==> config.mk <==
export PLATFORM = sky130hd
export DESIGN_NAME = utf8_stream_decoder_core
export DESIGN_NICKNAME = d
export VERILOG_FILES = /design/src/rtl/u8sd_pkg.sv /design/src/rtl/utf8_stream_decoder_core.sv /design/src/rtl/u8sd_front.sv /design/src/rtl/u8sd_queue.sv /design/src/rtl/u8sd_back.sv
export SDC_FILE = /design/constraint.sdc
export NUM_CORES = 1
export LEC_CHECK = 0
export BUFFER_PORTS_ARGS = -buffer_cell sky130_fd_sc_hd__buf_2
export CORE_ASPECT_RATIO = 1.2
export CORE_MARGIN = 1
export CORE_UTILIZATION = 63
export DETAILED_ROUTE_END_ITERATION = 7
export HOLD_SLACK_MARGIN = 0.08
export PLACE_DENSITY = 0.84
export RECOVER_POWER = 100
export SLEW_MARGIN = 40
export SYNTH_ARGS = -nofsm -noshare
export SYNTH_HDL_FRONTEND = slang
export SYNTH_SLANG_ARGS = --single-unit
==> constraint.sdc <==
create_clock -name clock -period 6.05 [get_ports clock]
set_input_delay 0.3025 -clock clock [delete_from_list [all_inputs] [get_ports clock]]
set_output_delay 0.3025 -clock clock [all_outputs]
set_load 0.02 [all_outputs]
==> src/rtl/u8sd_pkg.sv <==
// Package for the UTF-8 stream decoder: field widths, the replacement code point,
// the queue depth default and the command item passed from front to back.
// No dependencies.
`timescale 1ns / 1ps

package u8sd_pkg;

   localparam int unsigned BYTE_WIDTH    = 8;
   localparam int unsigned CP_WIDTH      = 21;
   localparam int unsigned REP_WIDTH     = 2;
   localparam int unsigned QUEUE_DEPTH   = 2;

   localparam logic [CP_WIDTH-1:0] REPLACEMENT_CHAR = 21'h00FFFD;

   // One decoded byte: rep_count replacement results, then an optional value
   typedef struct packed {
      logic [REP_WIDTH-1:0] rep_count;
      logic                 has_value;
      logic [CP_WIDTH-1:0]  value;
   } cmd_type;

endpackage

==> src/rtl/utf8_stream_decoder_core.sv <==
// Top level of the UTF-8 stream decoder: front, command queue and back.
// Depends on u8sd_pkg, u8sd_front, u8sd_queue, u8sd_back.
`timescale 1ns / 1ps
//
//   channel | direction | handshake            | payload
//   --------+-----------+----------------------+-------------------------------------
//   req     | in        | req_valid/req_ready  | req_in_byte[7:0], req_end_of_string
//   rsp     | out       | rsp_valid/rsp_ready  | rsp_code_point[20:0], rsp_last_of_run
//
// A byte is classified as it is accepted; a byte with no result is not queued.
// The back gives one result per cycle while rsp_ready is high, and holds each byte until all its results are taken.
// The queue (Depth entries) lets bytes keep coming while the back stalls or plays out
// a run of replacements; req_ready falls only when the queue is full.
// Synchronous reset closes any open sequence and empties queue and output.

module utf8_stream_decoder_core #(
   parameter int unsigned Depth = u8sd_pkg::QUEUE_DEPTH
) (
   input  logic                          clock,
   input  logic                          reset,
   input  logic                          req_valid,
   output logic                          req_ready,
   input  logic [u8sd_pkg::BYTE_WIDTH-1:0] req_in_byte,
   input  logic                          req_end_of_string,
   output logic                          rsp_valid,
   input  logic                          rsp_ready,
   output logic [u8sd_pkg::CP_WIDTH-1:0] rsp_code_point,
   output logic                          rsp_last_of_run
);

   logic              accept, push, not_full, pop, head_valid;
   u8sd_pkg::cmd_type push_cmd, head_cmd;

   assign req_ready = not_full;
   assign accept    = req_valid && not_full;

   u8sd_front u_front (
      .clock         (clock),
      .reset         (reset),
      .accept        (accept),
      .in_byte       (req_in_byte),
      .end_of_string (req_end_of_string),
      .push          (push),
      .cmd           (push_cmd)
   );

   u8sd_queue #(
      .Depth (Depth)
   ) u_queue (
      .clock      (clock),
      .reset      (reset),
      .push       (push),
      .push_cmd   (push_cmd),
      .not_full   (not_full),
      .pop        (pop),
      .head_valid (head_valid),
      .head_cmd   (head_cmd)
   );

   u8sd_back u_back (
      .clock           (clock),
      .reset           (reset),
      .head_valid      (head_valid),
      .head_cmd        (head_cmd),
      .pop             (pop),
      .rsp_valid       (rsp_valid),
      .rsp_ready       (rsp_ready),
      .rsp_code_point  (rsp_code_point),
      .rsp_last_of_run (rsp_last_of_run)
   );

endmodule

==> src/rtl/u8sd_front.sv <==
// Front of the UTF-8 stream decoder: holds the open-sequence state, classifies
// each accepted byte and turns it into at most one command item for the back.
// Depends on u8sd_pkg.
`timescale 1ns / 1ps

module u8sd_front (
   input  logic                          clock,
   input  logic                          reset,
   input  logic                          accept,
   input  logic [u8sd_pkg::BYTE_WIDTH-1:0] in_byte,
   input  logic                          end_of_string,
   output logic                          push,
   output u8sd_pkg::cmd_type             cmd
);

   logic [u8sd_pkg::CP_WIDTH-1:0]  gathered_ff, gathered_in;
   logic [1:0]                     need_ff, need_in;
   logic [1:0]                     taken_ff, taken_in;

   logic                           is_cont;
   logic [u8sd_pkg::CP_WIDTH-1:0]  cont_bits;
   logic [1:0]                     need_dec;

   // fresh decode of the byte as if no sequence were open
   logic                           fr_value;
   logic [u8sd_pkg::CP_WIDTH-1:0]  fr_cp;
   logic                           fr_open;
   logic [1:0]                     fr_need;
   logic [u8sd_pkg::CP_WIDTH-1:0]  fr_payload;

   assign is_cont   = (in_byte[7:6] == 2'b10);
   assign cont_bits = {gathered_ff[u8sd_pkg::CP_WIDTH-7:0], in_byte[5:0]};
   assign need_dec  = need_ff - 2'd1;

   // lead byte classification
   always_comb begin
      fr_value   = 1'b1;
      fr_cp      = u8sd_pkg::REPLACEMENT_CHAR;
      fr_open    = 1'b0;
      fr_need    = 2'd0;
      fr_payload = '0;
      priority if (in_byte[7] == 1'b0) begin
         fr_cp = {13'd0, in_byte};
      end else if (in_byte[7:5] == 3'b110) begin
         fr_need    = 2'd1;
         fr_payload = {16'd0, in_byte[4:0]};
         fr_open    = 1'b1;
      end else if (in_byte[7:4] == 4'b1110) begin
         fr_need    = 2'd2;
         fr_payload = {17'd0, in_byte[3:0]};
         fr_open    = 1'b1;
      end else if (in_byte[7:3] == 5'b11110) begin
         fr_need    = 2'd3;
         fr_payload = {18'd0, in_byte[2:0]};
         fr_open    = 1'b1;
      end else begin
         fr_cp = u8sd_pkg::REPLACEMENT_CHAR;
      end
      // a lead byte that ends the string is malformed on its own
      if (fr_open) begin
         if (end_of_string) begin
            fr_open = 1'b0;
         end else begin
            fr_value = 1'b0;
         end
      end
   end

   // command and next state
   always_comb begin
      gathered_in   = gathered_ff;
      need_in       = need_ff;
      taken_in      = taken_ff;
      cmd.rep_count = '0;
      cmd.has_value = 1'b0;
      cmd.value     = u8sd_pkg::REPLACEMENT_CHAR;
      if (need_ff != 2'd0 && is_cont) begin
         if (need_dec == 2'd0) begin
            cmd.has_value = 1'b1;
            cmd.value     = cont_bits;
            gathered_in   = '0;
            need_in       = 2'd0;
            taken_in      = 2'd0;
         end else if (end_of_string) begin
            // lead plus every continuation taken, this one included
            cmd.rep_count = taken_ff + 2'd2;
            gathered_in   = '0;
            need_in       = 2'd0;
            taken_in      = 2'd0;
         end else begin
            gathered_in = cont_bits;
            need_in     = need_dec;
            taken_in    = taken_ff + 2'd1;
         end
      end else begin
         // no open sequence, or a broken one: flush any open sequence, then decode the byte afresh
         if (need_ff != 2'd0) begin
            cmd.rep_count = taken_ff + 2'd1;
         end
         cmd.has_value = fr_value;
         cmd.value     = fr_cp;
         if (fr_open && !end_of_string) begin
            gathered_in = fr_payload;
            need_in     = fr_need;
         end else begin
            gathered_in = '0;
            need_in     = 2'd0;
         end
         taken_in = 2'd0;
      end
   end

   assign push = accept && ((cmd.rep_count != '0) || cmd.has_value);

   // sequence state
   always_ff @(posedge clock) begin
      if (reset) begin
         gathered_ff <= '0;
         need_ff     <= 2'd0;
         taken_ff    <= 2'd0;
      end else if (accept) begin
         gathered_ff <= gathered_in;
         need_ff     <= need_in;
         taken_ff    <= taken_in;
      end
   end

endmodule

==> src/rtl/u8sd_queue.sv <==
// Command queue between front and back of the UTF-8 stream decoder.
// Small register FIFO; depends on u8sd_pkg.
`timescale 1ns / 1ps

module u8sd_queue #(
   parameter int unsigned Depth = u8sd_pkg::QUEUE_DEPTH
) (
   input  logic              clock,
   input  logic              reset,
   input  logic              push,
   input  u8sd_pkg::cmd_type push_cmd,
   output logic              not_full,
   input  logic              pop,
   output logic              head_valid,
   output u8sd_pkg::cmd_type head_cmd
);

   localparam int unsigned PtrWidth   = $clog2(Depth);
   localparam int unsigned CountWidth = $clog2(Depth + 1);
   localparam logic [PtrWidth-1:0] LastPtr = PtrWidth'(Depth - 1);

   u8sd_pkg::cmd_type       entry_ff [Depth];
   logic [PtrWidth-1:0]     wr_ptr_ff, wr_ptr_in;
   logic [PtrWidth-1:0]     rd_ptr_ff, rd_ptr_in;
   logic [CountWidth-1:0]   count_ff, count_in;
   logic                    do_push, do_pop;

   assign not_full   = (count_ff != CountWidth'(Depth));
   assign head_valid = (count_ff != '0);
   assign head_cmd   = entry_ff[rd_ptr_ff];
   assign do_push    = push && not_full;
   assign do_pop     = pop && head_valid;

   // pointer and fill count update
   always_comb begin
      wr_ptr_in = wr_ptr_ff;
      rd_ptr_in = rd_ptr_ff;
      count_in  = count_ff;
      if (do_push) begin
         wr_ptr_in = (wr_ptr_ff == LastPtr) ? '0 : wr_ptr_ff + 1'b1;
      end
      if (do_pop) begin
         rd_ptr_in = (rd_ptr_ff == LastPtr) ? '0 : rd_ptr_ff + 1'b1;
      end
      unique case ({do_push, do_pop})
         2'b10:   count_in = count_ff + 1'b1;
         2'b01:   count_in = count_ff - 1'b1;
         default: count_in = count_ff;
      endcase
   end

   always_ff @(posedge clock) begin
      if (reset) begin
         wr_ptr_ff <= '0;
         rd_ptr_ff <= '0;
         count_ff  <= '0;
      end else begin
         wr_ptr_ff <= wr_ptr_in;
         rd_ptr_ff <= rd_ptr_in;
         count_ff  <= count_in;
      end
   end

   // storage, no reset needed
   always_ff @(posedge clock) begin
      if (do_push) begin
         entry_ff[wr_ptr_ff] <= push_cmd;
      end
   end

endmodule

==> src/rtl/u8sd_back.sv <==
// Back of the UTF-8 stream decoder: takes command items from the queue and
// plays out their results one per cycle while rsp_ready is high, from a registered command.
// Depends on u8sd_pkg.
`timescale 1ns / 1ps

module u8sd_back (
   input  logic                          clock,
   input  logic                          reset,
   input  logic                          head_valid,
   input  u8sd_pkg::cmd_type             head_cmd,
   output logic                          pop,
   output logic                          rsp_valid,
   input  logic                          rsp_ready,
   output logic [u8sd_pkg::CP_WIDTH-1:0] rsp_code_point,
   output logic                          rsp_last_of_run
);

   u8sd_pkg::cmd_type cur_ff, cur_in;
   logic              cur_valid_ff, cur_valid_in;
   logic              take, last_result;

   assign last_result = (cur_ff.rep_count == '0) ||
                        ((cur_ff.rep_count == 2'd1) && !cur_ff.has_value);
   assign take        = cur_valid_ff && rsp_ready;
   assign pop         = head_valid && (!cur_valid_ff || (take && last_result));

   assign rsp_valid       = cur_valid_ff;
   assign rsp_last_of_run = last_result;
   assign rsp_code_point  = (cur_ff.rep_count != '0) ? u8sd_pkg::REPLACEMENT_CHAR
                                                     : cur_ff.value;

   // step through replacements, then the value; load the next item behind it
   always_comb begin
      cur_in       = cur_ff;
      cur_valid_in = cur_valid_ff;
      if (take) begin
         if (last_result) begin
            cur_valid_in = 1'b0;
         end else begin
            cur_in.rep_count = cur_ff.rep_count - 2'd1;
         end
      end
      if (pop) begin
         cur_in       = head_cmd;
         cur_valid_in = 1'b1;
      end
   end

   always_ff @(posedge clock) begin
      if (reset) begin
         cur_valid_ff <= 1'b0;
      end else begin
         cur_valid_ff <= cur_valid_in;
      end
      cur_ff <= cur_in;
   end

endmodule

==> results by group, run 1 <==
Cells and area
  – Most frequent cells in the layout: 72 x edfxtp_1, 28 x nor2_1, 25 x dfxtp_1
  – N_diodes: 0
  – Fill cells: approximately 420
  – Share of layout cells above drive strength 1: 0.171
  – Reg area: between 2000 and 3000 sq um
  – Final net count: approximately 350
  – Leading cell type in the layout, fill and taps excluded: edfxtp_1
  – Multi-input logic area: approximately 1200 sq um
  – Layout area overhead: 9.43%

STA
  – Worst relative slew slack: -0.301
  – Post-Route Setup TNS: 0 ns
  – Slack of the critical path: 2.71 ns
  – Final Critical Period: 3.34 ns
  – Fin. max-slew vios: 50
  – Final Cycle Share: 0.552
  – RSZ-0062 raised after global routing: no
  – Setup-failing EPs final: 0
  – Maximum clock frequency: 300 MHz
  – Worst Tran Pin Value: 1.94 ns
  – Final setup skew: 0.00836 ns
  – Hold Vio Cnt, Final: 0

Die
  – Die span in y: slightly below 90 um
  – Die area: between 6000 and 7000 sq um
  – Chip width: 74.7 um
  – Ports: 37
  – Core area: 6090 sq um
  – Starting density of the core: 0.656
  – Rows: 31

Outcome
  – Status: finished with violations
  – Violated checks: capacitance limit, slew limit

Power
  – Seq pwr share: 0.522
  – P_int: between 0.001 and 0.0015 W
  – Sw Share: 0.303
  – Combinational power share: 0.249
  – Clock Power Share: 0.229
  – P_leak: around 1.5 nW
  – Peak VDD IR: roughly 0.32 mV
  – Power density cells: slightly above 400 nW/um^2
  – P_sw: between 0.0005 and 0.0006 W

Worst hold path
  – Hold WC Path Type: in -> reg

CTS
  – TritonCTS Sinks: 97
  – Total CTS buffers: 9
  – Clock Path Buffers: 2
  – H-tree levels: 3
  – Hold buffer count at cts: 0
  – Clock root buffer master: clkbuf_8
  – Clk_lat worst skew: 0.35 ns
  – PostCTS Resize Cnt: 0
  – Post-CTS Setup Inserts: 0
  – Clk pin slew, worst setup/hold paths: roughly 0.080 ns
  – CTS tree: built

Global routing
  – GR Overflow Total: 0
  – Vias in the first global route: roughly 2100
  – Largest net degree at the start of global routing: 28
  – Overall Global Routing Usage: 0.210
  – Global-route wire length before repair: roughly 10000 um
  – Initial antenna violation count: 0

Place
  – Dpl ws: 3.48 ns
  – DPL Wire Length: 4220 um
  – Port buffer count: 36
  – Placer Congestion: approximately 0.8

Job
  – Maxcap violations: 2

Drt
  – DRT antenna net count: 0
  – Wire per inst: roughly 15 um
  – Via density: approximately 5.4
  – Pre-Repair DR Iteration Count: 4
  – DRC Markers: 0
  – Initial DRC count: roughly 90
  – Vias: around 2300
  – Post-Route WL: approximately 6300 um

Synthesis
  – Post-Syn Nets: 313
  – Synthesized cell area: around 4000 sq um
  – Ys async rst share: 0
  – Synth warn: 0
  – Synth area leaders: edfxtp_1 54%, dfxtp_1 13%, mux2_2 6.2%
  – Number of flops mapped to enable cells by yosys: between 70 and 80
  – Seq cells post-synth: 97
  – Synth unique cells: 40
  – Mean Syn Cell Area: 13.5 sq um
  – Top_reg_cell synth: edfxtp_1
  – Sequential fraction of the synthesis area: 0.666
  – Share of the synthesized area in the top cell type: 0.541
  – Post-Syn Instances: 295
  – Cell taking the most area after synthesis: edfxtp_1

Setup path
  – Crit. End Element: register
  – Slowest CP cell: nor2_1
  – Slowest Stage Delay on Critical Path: approximately 1.5 ns
  – Critical Path Source Type: register
  – Top Family by Delay on Critical Path: simple AND/OR/NAND/NOR gates
  – Critical path class: reg -> reg
  – CP Buf/Inv Count: 0
  – Critical Path RT: ~6.0 ns
  – Critical Path Fanout Max: 26
  – Critical Path AT: 3.28 ns
  – CP Cell Sequence: nand2b_1 > nand2_1 > a41o_1 > nor2_1
  – Reg2reg setup slack: 2.71 ns
power groups by stage:
stage                     clock [W]  combinational (W)  sequential (W)
final                      0.000415           0.000450        0.000944
after global routing       0.000450           0.000507        0.000958
after CTS                  0.000425           0.000479        0.000941
after detailed placement          0           0.000472        0.000956
after global placement            0           0.000462        0.000947
after floorplan                   0           0.000360        0.000933
Yosys cell counts (2+ instances only):
cell type  count
mux2_2        22
mux2i_1        5
nor2b_1        2
ha_1           5
dfxtp_1       25
xor2_1         2
o21ai_0        4
nand2_1       11
clkbuf_1      12
nor3_1         3
a22oi_1       14
nand2b_1      20
a21o_1         2
edfxtp_1      72
a21oi_1       10
nand3b_1       3
o21a_1         9
nor2_1        28
xnor2_1        3
inv_1         11
buf_6          2
and2_1        12
tightest hold or removal path, cell delays in order:
cell and delay (ns):
buf_2 0.10, a22oi_1 0.06, nor2_1 0.08
registers in the layout (all words and copies together), names as in the netlist, named ones only:
signal	cells
u_front.need_ff	2
u_front.gathered_ff	15
u_front.taken_ff	2
u_back.cur_ff	24
u_queue.count_ff	2
u_queue.rd_ptr_ff	1
u_queue.entry_ff	48
u_back.rsp_valid	1
u_queue.wr_ptr_ff	1
worst paths after layout:
path,depth (start not counted),startpoint,endpoint
worst max register to register,4,u_queue.count_ff[0]$_SDFFE_PP0P_,u_queue.entry_ff[0][11]$_DFFE_PP_
worst max-delay path,4,u_queue.count_ff[0]$_SDFFE_PP0P_,u_queue.entry_ff[0][11]$_DFFE_PP_
worst min register to register,2,u_front.need_ff[0]$_SDFFE_PP0P_,u_front.need_ff[0]$_SDFFE_PP0P_
worst min-delay path,3,req_in_byte[1],u_front.gathered_ff[1]$_SDFFE_PP0P_
cells by family after synthesis:
kind of cell | count (synthesis) | share of synthesized area
simple gates | 89 | 0.120
compound gates | 46 | 0.0833
buf+inv | 26 | 0.0291
xor+xnor | 5 | 0.0110
flops | 97 | 0.666
fa+ha+maj | 5 | 0.0157
mux | 27 | 0.0745
per-stage QoR:
stage               power (W)  instance area (sq um)   util  hold WS [ns]  cells
CTS                   0.00184                   4440  0.729         0.203    415
detailed placement    0.00143                   4230  0.695         0.491    399
floorplan             0.00129                   4000      -         0.451    295
global placement      0.00141                   4220  0.693         0.480    399
global route          0.00191                   4370  0.718         0.216    415
finish                0.00181                   4370  0.718         0.225    415
cell type report:
type                    instances  share of cell area
well taps                      82              0.0235
flip-flops and latches         97               0.609
clock buffers                  13              0.0438
multi-input cells             172               0.274
repair buffers                 37              0.0363
clock inverters                 3             0.00429
inverters                      11             0.00944
routing by layer:
layer,global-route usage,vias up,wire [um]
met1,0.276,1064,2860
met4,0.0720,0,70
li1,-,1123,-
met5,0,-,0
met2,0.337,61,3130
met3,0.0631,6,274
(Power assumes the default switching activity.)
==> inputs of run 2 (changes only) <==
Settings changed: ABC_AREA from default to 1, CORE_UTILIZATION 63 to 53, PLACE_DENSITY 0.84 to 0.75.
Clock period 6.05 ns to 2.7 ns, I/O delays scaled along.
==> run 2 against run 1 <==
Effect of this change: the flow now finishes without violations; clock power increased by 120%; worst setup slack lost 2.2 ns; largest power group unchanged; register-to-register slack got worse by 2.2 ns; combinational power rose to 2.7 times the previous value; non-clock buffer count grew 7; die area grew 21%; synthesized cell count up 25%; worst hold slack lost 0.12 ns.
==> results by group, run 2 <==
Place
  – DPL Wire Length: about 4800 um
  – Post-DP Area: 4350 sq um
  – Placer Congestion: ~0.87
  – Dpl ws: between 0.5 and 0.6 ns
  – Port buffer count: 36

Cells and area
  – Top Registers: u_queue.entry_ff: 48 flops, u_back.cur_ff: 24 flops, u_front.gathered_ff: 15 flops
  – Most frequent cells in the layout: 79 x nand2_1, 72 x edfxtp_1, 48 x inv_1
  – Final instance area: ~4500 sq um
  – Reg area: 2660 sq um
  – Biggest register: u_queue.entry_ff
  – Multi-input logic area: about 1100 sq um
  – N_diodes: 0
  – Number of flip-flops in the largest register: 48
  – Share of layout cells above drive strength 1: 0.155
  – Fill cells: between 600 and 700
  – Layout area overhead: 11.0%
  – Leading cell type in the layout, fill and taps excluded: nand2_1
  – Final net count: 432

CTS
  – TritonCTS Sinks: slightly below 100
  – Post-CTS Setup Inserts: 0
  – Clk pin slew, worst setup/hold paths: ~0.10 ns
  – Clk_lat worst skew: about 0.36 ns
  – H-tree levels: 3
  – Clock root buffer master: clkbuf_8
  – Total CTS buffers: 9
  – Clock Path Buffers: 2
  – CTS tree: built

STA
  – Final Cycle Share: 0.819
  – Setup-failing EPs final: 0
  – Hold Vio Cnt, Final: 0
  – Fin. max-slew vios: 0
  – RSZ-0062 raised after global routing: no
  – Final Critical Period: between 2 and 2.5 ns
  – Final setup skew: about 0.018 ns
  – Post-Route Setup TNS: 0 ns
  – Worst relative slew slack: 0.0711
  – Maximum clock frequency: between 400 and 500 MHz
  – Slack of the critical path: 0.490 ns
  – Worst Tran Pin Value: around 1.4 ns

Die
  – Starting density of the core: 0.553
  – Core area: 7360 sq um
  – Die area: 8040 sq um
  – Ports: 37
  – Die span in y: roughly 100 um
  – Rows: 34
  – Chip width: a little over 80 um

Setup path
  – Crit. End Element: register
  – CP Buf/Inv Count: 3
  – Critical Path Fanout Max: 10
  – Slowest CP cell: dfxtp_1
  – CP Cell Sequence: inv_1 > ha_1 > nor2_4 > nand2_4 > inv_1 > a21oi_2 > nand2_1 > nand2_1 > ha_1 > inv_1 > nand2_1 > nor2_1 > o21ai_0 > a21oi_1
  – Top Family by Delay on Critical Path: simple AND/OR/NAND/NOR gates
  – Critical Path RT: between 2 and 3 ns
  – Critical Path Source Type: register
  – Slowest Stage Delay on Critical Path: about 0.36 ns
  – Critical Path AT: 2.49 ns
  – Critical path class: reg -> reg

Drt
  – Via density: roughly 5
  – DRT antenna net count: 0
  – Initial DRC count: about 180
  – Post-Route WL: about 7000 um
  – Pre-Repair DR Iteration Count: 4
  – DRC Markers: 0
  – Vias: roughly 2600
  – Wire per inst: 13.9 um

Synthesis
  – Number of flops mapped to enable cells by yosys: 72
  – Synth area leaders: edfxtp_1 53%, dfxtp_1 12%, nand2_1 7.0%
  – Sequential fraction of the synthesis area: 0.654
  – Synthesized cell area: roughly 4000 sq um
  – Synth warn: 0
  – Ys async rst share: 0
  – Post-Syn Instances: 370
  – Most common cell in the synthesized netlist: nand2_1
  – Mean Syn Cell Area: between 10 and 15 sq um
  – Cell taking the most area after synthesis: edfxtp_1
  – Post-Syn Nets: slightly below 400
  – Synth unique cells: 34
  – Top_reg_cell synth: edfxtp_1
  – Top cells by count, synth: 76 x nand2_1, 72 x edfxtp_1, 46 x inv_1, 41 x nor2_1, 25 x dfxtp_1
  – Share of the synthesized area in the top cell type: 0.531
  – Seq cells post-synth: 97

Global routing
  – GR Overflow Total: 0
  – Global-route wire length before repair: between 10000 and 15000 um
  – Largest net degree at the start of global routing: 30
  – Vias in the first global route: between 2000 and 3000
  – Initial antenna violation count: 0
  – Overall Global Routing Usage: 0.198

Outcome
  – Status: complete, no violations

Power
  – Peak VDD IR: 0.553 mV
  – Power density cells: about 940 nW/um^2
  – P_leak: ~1.8 nW

Job
  – Maxcap violations: 0

Worst hold path
  – Hold WC Path Type: in -> reg
==> run 2: changes by cell type after synthesis, sizes merged, moves of 14 or more <==
cell | before | now
a21oi | 10 | 24
nand2b | 20 | 0
a22oi | 14 | 0
nor2 | 29 | 43
nand2 | 11 | 83
inv | 11 | 51
==> run 2: power by group <==
group	internal, W	switching (W)
Combinational	0.000387	0.000839
Clock	0.000432	0.000491
Sequential	0.00202	0.0000946
Total	0.00284	0.00143
==> run 2: worst paths after layout <==
check	slack, ns	endpoint	from	cells after the start
max	0.49	u_queue.count_ff[1]$_SDFFE_PP0P_	u_front.need_ff[0]$_SDFFE_PP0P_	14
min	0.10	u_queue.entry_ff[0][2]$_DFFE_PP_	req_in_byte[2]	3
max reg2reg	0.49	u_queue.count_ff[1]$_SDFFE_PP0P_	u_front.need_ff[0]$_SDFFE_PP0P_	14
min reg2reg	0.46	register	u_queue.rd_ptr_ff$_SDFFE_PP0P_	1
==> run 2: tightest hold or removal path, cell delays in order <==
cell and delay (ns):
buf_2 0.08, inv_1 0.05, nand2_1 0.09
==> run 2: what timing repair did <==
action,4_1_cts,5_1_grt
hold endpoints to repair,3,0
gates resized for setup,0,0
endpoints found under the setup margin,0,0
hold buffers,3,0
==> run 2: metrics by stage <==
| step | utilization | total power [W] | hold WS, ns | std cells |
|---|---|---|---|---|
| after CTS | 0.622 | 0.00438 | 0.0878 | 509 |
| after global placement | 0.591 | 0.00339 | 0.434 | 490 |
| after detailed placement | 0.591 | 0.00346 | 0.451 | 490 |
| after floorplan | - | 0.00307 | 0.278 | 370 |
| after global routing | 0.614 | 0.00456 | 0.110 | 509 |
| final | 0.614 | 0.00427 | 0.103 | 509 |
==> run 2: cell families after synthesis <==
group                    Yosys count  share of synthesized area
AO/OA/AOI/OAI                     45                     0.0639
XOR/XNOR                           1                    0.00215
adder cells (fa/ha/maj)            5                     0.0154
buffers and inverters             63                     0.0614
flip-flops                        97                      0.654
multiplexers                      22                     0.0608
AND/OR/NAND/NOR                  137                      0.143
==> run 2: area by class of cell <==
| cell class | count | area share |
|---|---|---|
| clock buffers | 10 | 0.0282 |
| clock inverters | 6 | 0.0149 |
| inverters | 52 | 0.0435 |
| multi-input cells | 210 | 0.253 |
| flip-flops and latches | 97 | 0.589 |
| well taps | 90 | 0.0249 |
| repair buffers | 44 | 0.0468 |
==> run 2: routing by layer <==
layer | track usage | wire (um) | vias up
met2 | 0.320 | 3580 | 52
met1 | 0.260 | 3110 | 1222
li1 | - | - | 1307
met5 | 0 | 0 | -
met4 | 0.0850 | 56 | 0
met3 | 0.0308 | 347 | 6
